===== src/design/gbim_pkg.sv =====
// ----------------------------------------------------------------------------
// gbim_pkg
// shared types, microcode codes and the control store of the base (-1+i)
// converter
// ----------------------------------------------------------------------------
package gbim_pkg;

    // working width of the real and imaginary registers
    localparam int DP_W = 18;

    // input item fields
    localparam int IN_W = 16;

    typedef logic [1:0] t_op;
    typedef logic [1:0] t_cond;
    typedef logic [1:0] t_step;

    // datapath operations
    localparam t_op OP_LOAD  = 2'd0;
    localparam t_op OP_ROUND = 2'd1;
    localparam t_op OP_ZFIX  = 2'd2;
    localparam t_op OP_EMIT  = 2'd3;

    // jump conditions
    localparam t_cond C_ALWAYS   = 2'd0;
    localparam t_cond C_IN_ACC   = 2'd1;
    localparam t_cond C_DONE     = 2'd2;
    localparam t_cond C_POP_LAST = 2'd3;

    // program steps
    localparam t_step S_WAIT  = 2'd0;
    localparam t_step S_ROUND = 2'd1;
    localparam t_step S_ZFIX  = 2'd2;
    localparam t_step S_EMIT  = 2'd3;

    typedef struct packed {
        t_op   op;
        t_cond cond;
        t_step jmp;   // taken when cond holds
        t_step nxt;   // taken otherwise
    } t_uword;

    typedef struct packed {
        t_op op;
    } t_ctrl;

    typedef struct packed {
        logic in_acc;
        logic done;
        logic pop_last;
    } t_stat;

    function automatic t_uword uc_rom(input t_step step);
        t_uword w;
        case (step)
            S_WAIT:  w = '{op: OP_LOAD,  cond: C_IN_ACC,   jmp: S_ROUND, nxt: S_WAIT};
            S_ROUND: w = '{op: OP_ROUND, cond: C_DONE,     jmp: S_ZFIX,  nxt: S_ROUND};
            S_ZFIX:  w = '{op: OP_ZFIX,  cond: C_ALWAYS,   jmp: S_EMIT,  nxt: S_EMIT};
            S_EMIT:  w = '{op: OP_EMIT,  cond: C_POP_LAST, jmp: S_WAIT,  nxt: S_EMIT};
            default: w = '{op: OP_LOAD,  cond: C_IN_ACC,   jmp: S_ROUND, nxt: S_WAIT};
        endcase
        return w;
    endfunction

endpackage


===== src/design/gaussian_int_to_base_i_minus_one.sv =====
// ----------------------------------------------------------------------------
// gaussian_int_to_base_i_minus_one
// converts a gaussian integer to its base (-1+i) digits, most significant
// first, one digit per output item
// ----------------------------------------------------------------------------
//  channel  dir  tdata                                   tuser  tlast
//  s_       in   [15:0] real_part, [31:16] imag_part     -      -
//  m_       out  [0] digit, [7:1] zero                   -      last
//
//  an item with n digits is loaded, takes one round per digit on the shared
//  divide-by-(-1+i) datapath, then the zero-input fixup, then pops the
//  digit stack one digit per cycle while m_ does not stall; a zero input
//  gives a single digit
//  s_tready is high only while the program waits at its first step
//  m_ backpressure holds the pop step; the output register lets the next
//  item load while the final digit still waits
//  reset clears the step counter, digit count and output valid
// ----------------------------------------------------------------------------
module gaussian_int_to_base_i_minus_one
    import gbim_pkg::*;
#(
    parameter int MAX_DIGITS = 64
) (
    input  logic        i_clk,
    input  logic        i_rst_n,
    input  logic        s_tvalid,
    output logic        s_tready,
    input  logic [31:0] s_tdata,   // [15:0] real_part, [31:16] imag_part
    output logic        m_tvalid,
    input  logic        m_tready,
    output logic [7:0]  m_tdata,   // [0] digit, [7:1] zero
    output logic        m_tlast
);

    t_ctrl w_ctrl;
    t_stat w_stat;
    logic  w_digit;

    gbim_seq u_seq (
        .i_clk   (i_clk),
        .i_rst_n (i_rst_n),
        .i_stat  (w_stat),
        .o_ctrl  (w_ctrl)
    );

    gbim_dp #(
        .MAX_DIGITS (MAX_DIGITS)
    ) u_dp (
        .i_clk      (i_clk),
        .i_rst_n    (i_rst_n),
        .i_ctrl     (w_ctrl),
        .o_stat     (w_stat),
        .i_s_tvalid (s_tvalid),
        .o_s_tready (s_tready),
        .i_s_tdata  (s_tdata),
        .o_m_tvalid (m_tvalid),
        .i_m_tready (m_tready),
        .o_m_digit  (w_digit),
        .o_m_last   (m_tlast)
    );

    assign m_tdata = {7'b0, w_digit};

endmodule


===== src/design/gbim_seq.sv =====
// ----------------------------------------------------------------------------
// gbim_seq
// step counter and control store; evaluates the jump condition of each
// control word against datapath status
// ----------------------------------------------------------------------------
module gbim_seq
    import gbim_pkg::*;
(
    input  logic  i_clk,
    input  logic  i_rst_n,
    input  t_stat i_stat,
    output t_ctrl o_ctrl
);

    t_step  r_step;
    t_step  n_step;
    t_uword w_word;
    logic   w_cond;

    assign w_word = uc_rom(r_step);

    always_comb begin
        case (w_word.cond)
            C_ALWAYS:   w_cond = 1'b1;
            C_IN_ACC:   w_cond = i_stat.in_acc;
            C_DONE:     w_cond = i_stat.done;
            C_POP_LAST: w_cond = i_stat.pop_last;
            default:    w_cond = 1'b0;
        endcase
        n_step = w_cond ? w_word.jmp : w_word.nxt;
    end

    always_ff @(posedge i_clk) begin
        if (!i_rst_n) begin
            r_step <= S_WAIT;
        end else begin
            r_step <= n_step;
        end
    end

    assign o_ctrl.op = w_word.op;

endmodule


===== src/design/gbim_dp.sv =====
// ----------------------------------------------------------------------------
// gbim_dp
// datapath: real/imag registers with the divide-by-(-1+i) round, a digit
// stack that reverses the order, and the output register
// ----------------------------------------------------------------------------
module gbim_dp
    import gbim_pkg::*;
#(
    parameter int MAX_DIGITS = 64
) (
    input  logic                 i_clk,
    input  logic                 i_rst_n,
    input  t_ctrl                i_ctrl,
    output t_stat                o_stat,
    input  logic                 i_s_tvalid,
    output logic                 o_s_tready,
    input  logic [2*IN_W-1:0]    i_s_tdata,
    output logic                 o_m_tvalid,
    input  logic                 i_m_tready,
    output logic                 o_m_digit,
    output logic                 o_m_last
);

    localparam int CNT_W = $clog2(MAX_DIGITS + 1);

    logic signed [DP_W-1:0] r_a;
    logic signed [DP_W-1:0] r_b;
    logic [MAX_DIGITS-1:0]  r_stk;
    logic [CNT_W-1:0]       r_cnt;
    logic                   r_out_valid;
    logic                   r_out_digit;
    logic                   r_out_last;

    logic                   w_d;
    logic signed [DP_W:0]   w_a1;
    logic signed [DP_W:0]   w_bx;
    logic signed [DP_W:0]   w_s;
    logic signed [DP_W:0]   w_t;
    logic signed [DP_W:0]   w_na;
    logic signed [DP_W:0]   w_nb;
    logic                   w_in_acc;
    logic                   w_done;
    logic                   w_load;
    logic                   w_round;
    logic                   w_zfix;
    logic                   w_emit;
    logic                   w_cnt_one;

    assign o_s_tready = (i_ctrl.op == OP_LOAD);
    assign w_in_acc   = i_s_tvalid && o_s_tready;

    // digit, then exact division by (-1+i): a' = -(a-d-b)/2, b' = -(a-d+b)/2
    assign w_d  = r_a[0] ^ r_b[0];
    assign w_a1 = {r_a[DP_W-1], r_a} - {{DP_W{1'b0}}, w_d};
    assign w_bx = {r_b[DP_W-1], r_b};
    assign w_s  = w_a1 - w_bx;
    assign w_t  = w_a1 + w_bx;
    assign w_na = -(w_s >>> 1);
    assign w_nb = -(w_t >>> 1);

    assign w_done    = ((r_a == '0) && (r_b == '0)) || (r_cnt == CNT_W'(MAX_DIGITS));
    assign w_cnt_one = (r_cnt == CNT_W'(1));

    assign w_load  = (i_ctrl.op == OP_LOAD) && w_in_acc;
    assign w_round = (i_ctrl.op == OP_ROUND) && !w_done;
    assign w_zfix  = (i_ctrl.op == OP_ZFIX) && (r_cnt == '0);
    assign w_emit  = (i_ctrl.op == OP_EMIT) && (!r_out_valid || i_m_tready);

    always_ff @(posedge i_clk) begin
        if (w_load) begin
            r_a <= {{(DP_W-IN_W){i_s_tdata[IN_W-1]}}, i_s_tdata[IN_W-1:0]};
            r_b <= {{(DP_W-IN_W){i_s_tdata[2*IN_W-1]}}, i_s_tdata[2*IN_W-1:IN_W]};
        end else if (w_round) begin
            r_a <= w_na[DP_W-1:0];
            r_b <= w_nb[DP_W-1:0];
        end
    end

    // stack top sits at bit 0
    always_ff @(posedge i_clk) begin
        if (w_round) begin
            r_stk <= {r_stk[MAX_DIGITS-2:0], w_d};
        end else if (w_zfix) begin
            r_stk <= {r_stk[MAX_DIGITS-2:0], 1'b0};
        end else if (w_emit) begin
            r_stk <= {1'b0, r_stk[MAX_DIGITS-1:1]};
        end
    end

    always_ff @(posedge i_clk) begin
        if (!i_rst_n) begin
            r_cnt <= '0;
        end else if (w_load) begin
            r_cnt <= '0;
        end else if (w_round || w_zfix) begin
            r_cnt <= r_cnt + CNT_W'(1);
        end else if (w_emit) begin
            r_cnt <= r_cnt - CNT_W'(1);
        end
    end

    always_ff @(posedge i_clk) begin
        if (!i_rst_n) begin
            r_out_valid <= 1'b0;
        end else if (w_emit) begin
            r_out_valid <= 1'b1;
        end else if (i_m_tready) begin
            r_out_valid <= 1'b0;
        end
    end

    always_ff @(posedge i_clk) begin
        if (w_emit) begin
            r_out_digit <= r_stk[0];
            r_out_last  <= w_cnt_one;
        end
    end

    assign o_m_tvalid = r_out_valid;
    assign o_m_digit  = r_out_digit;
    assign o_m_last   = r_out_last;

    assign o_stat.in_acc   = w_in_acc;
    assign o_stat.done     = w_done;
    assign o_stat.pop_last = w_emit && w_cnt_one;

endmodule


===== config.mk =====
export PLATFORM = sky130hd
export DESIGN_NAME = gaussian_int_to_base_i_minus_one
export DESIGN_NICKNAME = d
export VERILOG_FILES = /design/src/design/gbim_pkg.sv /design/src/design/gaussian_int_to_base_i_minus_one.sv /design/src/design/gbim_seq.sv /design/src/design/gbim_dp.sv
export SDC_FILE = /design/constraint.sdc
export NUM_CORES = 1
export LEC_CHECK = 0
export ABC_AREA = 0
export BUFFER_PORTS_ARGS = -buffer_cell sky130_fd_sc_hd__buf_2
export CORE_ASPECT_RATIO = 1.75
export CORE_MARGIN = 5
export CORE_UTILIZATION = 45
export DETAILED_ROUTE_END_ITERATION = 12
export MAX_ROUTING_LAYER = met4
export PLACE_DENSITY_LB_ADDON = 0.3
export REMOVE_ABC_BUFFERS = 1
export SYNTH_ARGS = -nofsm -noshare
export SYNTH_HDL_FRONTEND = slang
export SYNTH_SLANG_ARGS = --single-unit

===== constraint.sdc =====
create_clock -name i_clk -period 11.05 [get_ports i_clk]
set_clock_uncertainty 0.05 [all_clocks]
set_input_delay 1.6575 -clock i_clk [delete_from_list [all_inputs] [get_ports i_clk]]
set_output_delay 1.6575 -clock i_clk [all_outputs]
set_load 0.02 [all_outputs]

Word level (Yosys, flattened, before mapping) --
Index checks and enable logic that the tools add are counted.
Storage, ports and cells: register bits 112, bits of input ports 36, output and inout port bits 11, word-level logic and storage cells 65
Cells by class: add/subtract/negate cells 7, equality and inequality tests 11, mux-type cells 14, bitwise logic cells 2, reductions and logical operators 23
Operator list (count):
- $mux W64 | 3
- $mux W18 | 4
- $logic_not A18 Y1 | 2
- $neg A18 Y18 | 2
- $pmux W8 S4 | 1
- $add A19 B18 Y19 | 1
- $sub A18 B2 Y19 | 1
- $sub A19 B18 Y19 | 1
- $mux W7 | 2
- $eq A2 B2 Y1 const B | 6
- $add A7 B1 Y7 const B | 1
- $eq A7 B1 Y1 const B | 1
- $eq A7 B7 Y1 const B | 1
- $logic_and A1 B1 Y1 | 7
- $logic_not A7 Y1 | 1
- $sub A7 B1 Y7 const B | 1
- $eq A2 B1 Y1 const B | 3
- $logic_not A2 Y1 | 3
- $reduce_bool A2 Y1 | 3
- $pmux W1 S4 | 1
- $logic_or A1 B1 Y1 | 3
- $reduce_bool A3 Y1 | 1
- $logic_not A1 Y1 | 2
- $mux W1 | 2
- other kinds (4) | 4

Longest topological paths before layout --
depth after elaboration 7, mapped depth 18, gate-level depth less buffers 17

Modules after synthesis --
A second synthesis with hierarchy kept.
Unflattened totals: cells, all modules 799, area, all modules 8060.2 um2
Modules (own cells, without submodules):
- gbim_dp | times used 1, cells an instance 767, area each 7800.0 um2, sequential area each 3223.1 um2
- gbim_seq | times used 1, cells an instance 23, area each 196.4 um2, sequential area each 40.0 um2
- gaussian_int_to_base_i_minus_one | times used 1, cells an instance 9, area each 63.8 um2, sequential area each 0.0 um2

Least setup slack after synthesis --
Ideal clock, no wire load.
kind register -> register, start register u_dp.r_b[0], end register u_dp.r_b[14], data pin, arrival time 3.695 ns, data required time 10.740 ns, path slack 7.045 ns, cell stages (with the launch flop) 14, clock period less this slack 4.005 ns, cell sequence edfxtp_1 ha_1 xnor2_2 nand2_1 fa_1 or2_0 a211o_1 a211oi_2 mux2i_1 o311ai_0 nor4_4 nand2_1 xnor2_1 mux2_2
Between the ends: word-level cells in the longest chain between the ends 6
RTL lines:
- from (decl) | RTL line gbim_dp.sv:27 | logic signed [DP_W-1:0] r_b;
- from (signal assigned) | RTL line gbim_dp.sv:72 | r_b <= {{(DP_W-IN_W){i_s_tdata[2*IN_W-1]}}, i_s_tdata[2*IN_W-1:IN_W]};
- from (signal assigned) | RTL line gbim_dp.sv:75 | r_b <= w_nb[DP_W-1:0];
- $xor A1 B1 Y1 | RTL line gbim_dp.sv:53 | assign w_d = r_a[0] ^ r_b[0];
- $sub A18 B2 Y19 | RTL line gbim_dp.sv:54 | assign w_a1 = {r_a[DP_W-1], r_a} - {{DP_W{1'b0}}, w_d};
- $add A19 B18 Y19 (*) | RTL line gbim_dp.sv:57 | assign w_t = w_a1 + w_bx;
- $neg A18 Y18 (*) | RTL line gbim_dp.sv:59 | assign w_nb = -(w_t >>> 1);
- $mux W18 (*) | RTL line gbim_dp.sv:73 | end else if (w_round) begin
- $mux W18 (*) | RTL line gbim_dp.sv:70 | if (w_load) begin
Every way passes the cells marked *; elsewhere a longest branch is shown, timed or not. The select of a mux whose other input is x is not followed. A chain may end at the register's enable or synchronous reset.

Worst setup path after layout --
start register u_dp.r_b[0], end register u_dp.r_a[13], data pin
Between the ends: word-level cells in the longest chain between the ends 6
RTL lines:
- $xor A1 B1 Y1 | RTL line gbim_dp.sv:53
- $sub A18 B2 Y19 | RTL line gbim_dp.sv:54
- $sub A19 B18 Y19 (*) | RTL line gbim_dp.sv:56 | assign w_s = w_a1 - w_bx;
- $neg A18 Y18 (*) | RTL line gbim_dp.sv:58 | assign w_na = -(w_s >>> 1);
- $mux W18 (*) | RTL line gbim_dp.sv:73
- $mux W18 (*) | RTL line gbim_dp.sv:70
- to (signal assigned) | RTL line gbim_dp.sv:71 | r_a <= {{(DP_W-IN_W){i_s_tdata[IN_W-1]}}, i_s_tdata[IN_W-1:0]};
- to (signal assigned) | RTL line gbim_dp.sv:74 | r_a <= w_na[DP_W-1:0];
- to (decl) | RTL line gbim_dp.sv:26 | logic signed [DP_W-1:0] r_a;
Marks and branches as above.

==> results.md <==
Run status:
- The run finished with clean final reports.

Clock tree:
- The number of hold buffers added after CTS is 0.
- The level count of the clock H-tree is 3.
- Buffers added to address setup during post-CTS repair amount to 0.
- The buffer levels on the longest clock path is 2.
- At the later pin of the worst-skew pair, clock insertion delay measures 0.36 ns.
- The clock root buffer is clkbuf_16.
- In this run, CTS created clock tree buffers numbering 9.
- The CTS tree is yes.
- The tree built by TritonCTS fans out to 112 sinks.
- Post-CTS repair changed the size of 0 cells.
- The clock transition at the registers of the reported paths is 0.08 ns.

Logic synthesis:
- The share of synthesized area in the top cell type comes to 0.3781.
- The synthesized design contains 112 register bits.
- Synthesis instantiated 80 different standard cells from the library.
- After synthesis, the cell types taking the most area are edfxtp_1, mux2_2, ha_1, xnor2_1, a21oi_1.
- The register area share after synthesis is 0.4028.
- After synthesis the cells add up to 8102 um2.
- The commonest cells after synthesis are edfxtp_1, nor2_1, mux2_2.
- The most frequently used cell type in the post-synthesis netlist is edfxtp_1.
- Counting flops with a built-in enable in the synthesized netlist gives 102.
- The synthesis warning total is 0.
- The most used flip-flop cell after synthesis is edfxtp_1.
- Of all cell types, the one taking the most synthesized area is edfxtp_1.
- The proportion of register bits with asynchronous set or reset after synthesis is 0.
- A synthesized cell averages 10.35 um2.
- The gate count of the mapped netlist is 783.

Route:
- Using the TritonRoute via totals, the vias-per-cell ratio works out to 5.644.
- After the first detailed-routing iteration, the DRC count stood at 329.
- The via total after detailed routing is 5904.
- The average routed wire per standard cell is 18.50 um.
- The detailed-routing iteration count for the pre-antenna-repair pass is 4.
- The number of remaining DRC errors is 0.
- The number of nets still failing antenna checks after routing is 0.
- The total routed wirelength is 19.35 mm.

Place:
- The number of placed instances, taps included, is 1031.
- During placement, the flow inserted port buffers numbering 39.
- At the end of routability-driven placement, the weighted congestion stood at 0.9784.
- Summed over all nets, the half-perimeter wirelength after detailed placement is 15.27 mm.

Timing:
- The final hold violation count came to 0.
- The final-report max-slew violation count is 0.
- Setup violations remaining at the end of the flow were counted as 0.
- In this run the tightest slew margin relative to its limit is 0.2061.
- The worst-margin pin slew is 1.176 ns.
- The total negative slack for setup checks is 0 ns.
- The hold slack is 0.4063 ns.
- Setup repair after global routing left no endpoint under its margin.
- The final critical-path required period is 4.736 ns.
- Static timing analysis puts the maximum clock frequency at 0.2111 GHz.
- In the finished design, the share of the clock period the worst path needs comes to 0.4286.

Final layout:
- The layout overhead on the synthesized area is 8.046%.
- Of the cells placed in the final design, the portion with a size suffix greater than 1 is 0.1872.
- The count of non-filler cells in the finished layout is 1046.
- The share of the core filled with cells is 0.4892.
- After the last flow step, the layout net total stands at 894.
- The antenna diode count is 0.

Setup path:
- For the worst setup path, the data arrival time is 4.77 ns.
- The highest fanout seen on the critical path is 10.
- The worst register-to-register path begins at u_dp.r_b[0]$_DFFE_PP_.
- The worst setup path is launched from a flop.
- The critical path class is reg -> reg.
- The launch point of the critical path is u_dp.r_b[0]$_DFFE_PP_.
- At the worst endpoint, the required time is 11.09 ns.
- STA classifies the critical path endpoint as a flop.

GRT:
- Global routing finished with a remaining overflow of 0.
- The number of antenna violations at the first check in global routing is 0.
- The pin count of the biggest net entering global routing is 75.
- The global-route total usage across every layer is 0.1887.
- The wire length of the first global-routing pass is 30.35 mm.
- The via count of the first global-routing pass is 6110.

Worst hold path:
- The source of the worst hold timing path is u_dp.r_stk[0]$_DFFE_PP_.
- In this run the worst hold path is classified as reg -> reg.

Die:
- From left edge to right edge, the die measures 111.4 um.
- For this configuration, the core starts out at a cell density of 0.4528.
- Measured along the y axis, the die boundary spans 187.5 um.
- The site row count is 65.
- The die area is 20890 um2.
- The floorplan core area is 17890 um2.
- The top-level port count is 47.

Flow run:
- The reported max-cap violation count is 0.
[metrics by stage]
| step | instance area (um2) | setup slack (ns) |
|---|---|---|
| floorplan | 7944 | 4.912 |
| global placement | 8468 | 6.420 |
| detailed placement | 8468 | 6.417 |
| CTS | 8753 | 6.368 |
| global route | 8753 | 5.979 |
| finish | 8753 | 6.314 |
[flip-flops by register name (all words and copies together) (netlist names)]
signal / cells
u_dp.r_stk: 64
u_dp.o_m_tvalid: 1
u_dp.o_m_last: 1
u_dp.r_cnt: 7
u_dp.o_m_digit: 1
u_dp.r_b: 18
u_seq.r_step: 2
u_dp.r_a: 18
[cell families after synthesis]
group / share of synthesized area
other: 0.0004629
adder cells (fa/ha/maj): 0.07907
AO/OA/AOI/OAI: 0.1345
AND/OR/NAND/NOR: 0.1577
multiplexers: 0.09668
XOR/XNOR: 0.08525
flip-flops: 0.4028
buffers and inverters: 0.04355
[routing by layer]
metal,global-route usage,wire length [um],up-vias,share of wire
met5,-,0,-,0
met4,0.1279,1511,0,0.078
met3,0.02519,474,81,0.024
met2,0.3594,10910,113,0.56
met1,0.1686,6460,2819,0.33
li1,-,-,2891,-
[placed cells by master (no fill, tap or decap), drive strengths merged, types with 11 or more instances in the layout]
master  synthesis  layout
nor4           18      18
buf            22      43
nor2           81      81
xor2           29      29
clkbuf         13      11
inv            46      48
o21ai          16      16
nor3           17      17
a21oi          63      63
mux2           66      66
nand3          14      14
edfxtp        102     102
nand2          30      30
nand2b         11      11
xnor2          49      49
nor2b          16      16
ha             48      48
[worst max-delay path: stages (launching register included)]
cell and delay [ns]:
edfxtp_1 0.49, ha_1 0.23, ha_1 0.22, nand2b_1 0.11, nor4_1 0.24, xor2_1 0.17
ha_1 0.56, inv_1 0.16, o31a_1 0.36, o21ai_1 0.17, xor2_1 0.46, nand4b_1 0.33
nor4_1 0.49, nand3_1 0.16, xnor2_1 0.18, a21oi_1 0.08
[worst paths after layout]
path	endpoint	slack (ns)	cells after the start
worst min register to register	u_dp.o_m_digit$_DFFE_PP_	0.41	0
worst max-delay path	u_dp.r_a[13]$_DFFE_PP_	6.31	15
worst min-delay path	u_dp.o_m_digit$_DFFE_PP_	0.41	0
worst max register to register	u_dp.r_a[13]$_DFFE_PP_	6.31	15
[layout make-up]
type,instances,area (um2)
fill,1704,9139
multi-input combinational,596,4514
sequential,112,3263
tap,234,292.8
clock buffer,11,232.7
timing repair buffer,43,225.2
inverter,46,172.7
clock inverter,4,52.55
Power is not shown: default switching activity piles up to over one toggle a cycle in this logic, so the estimate is an artifact.
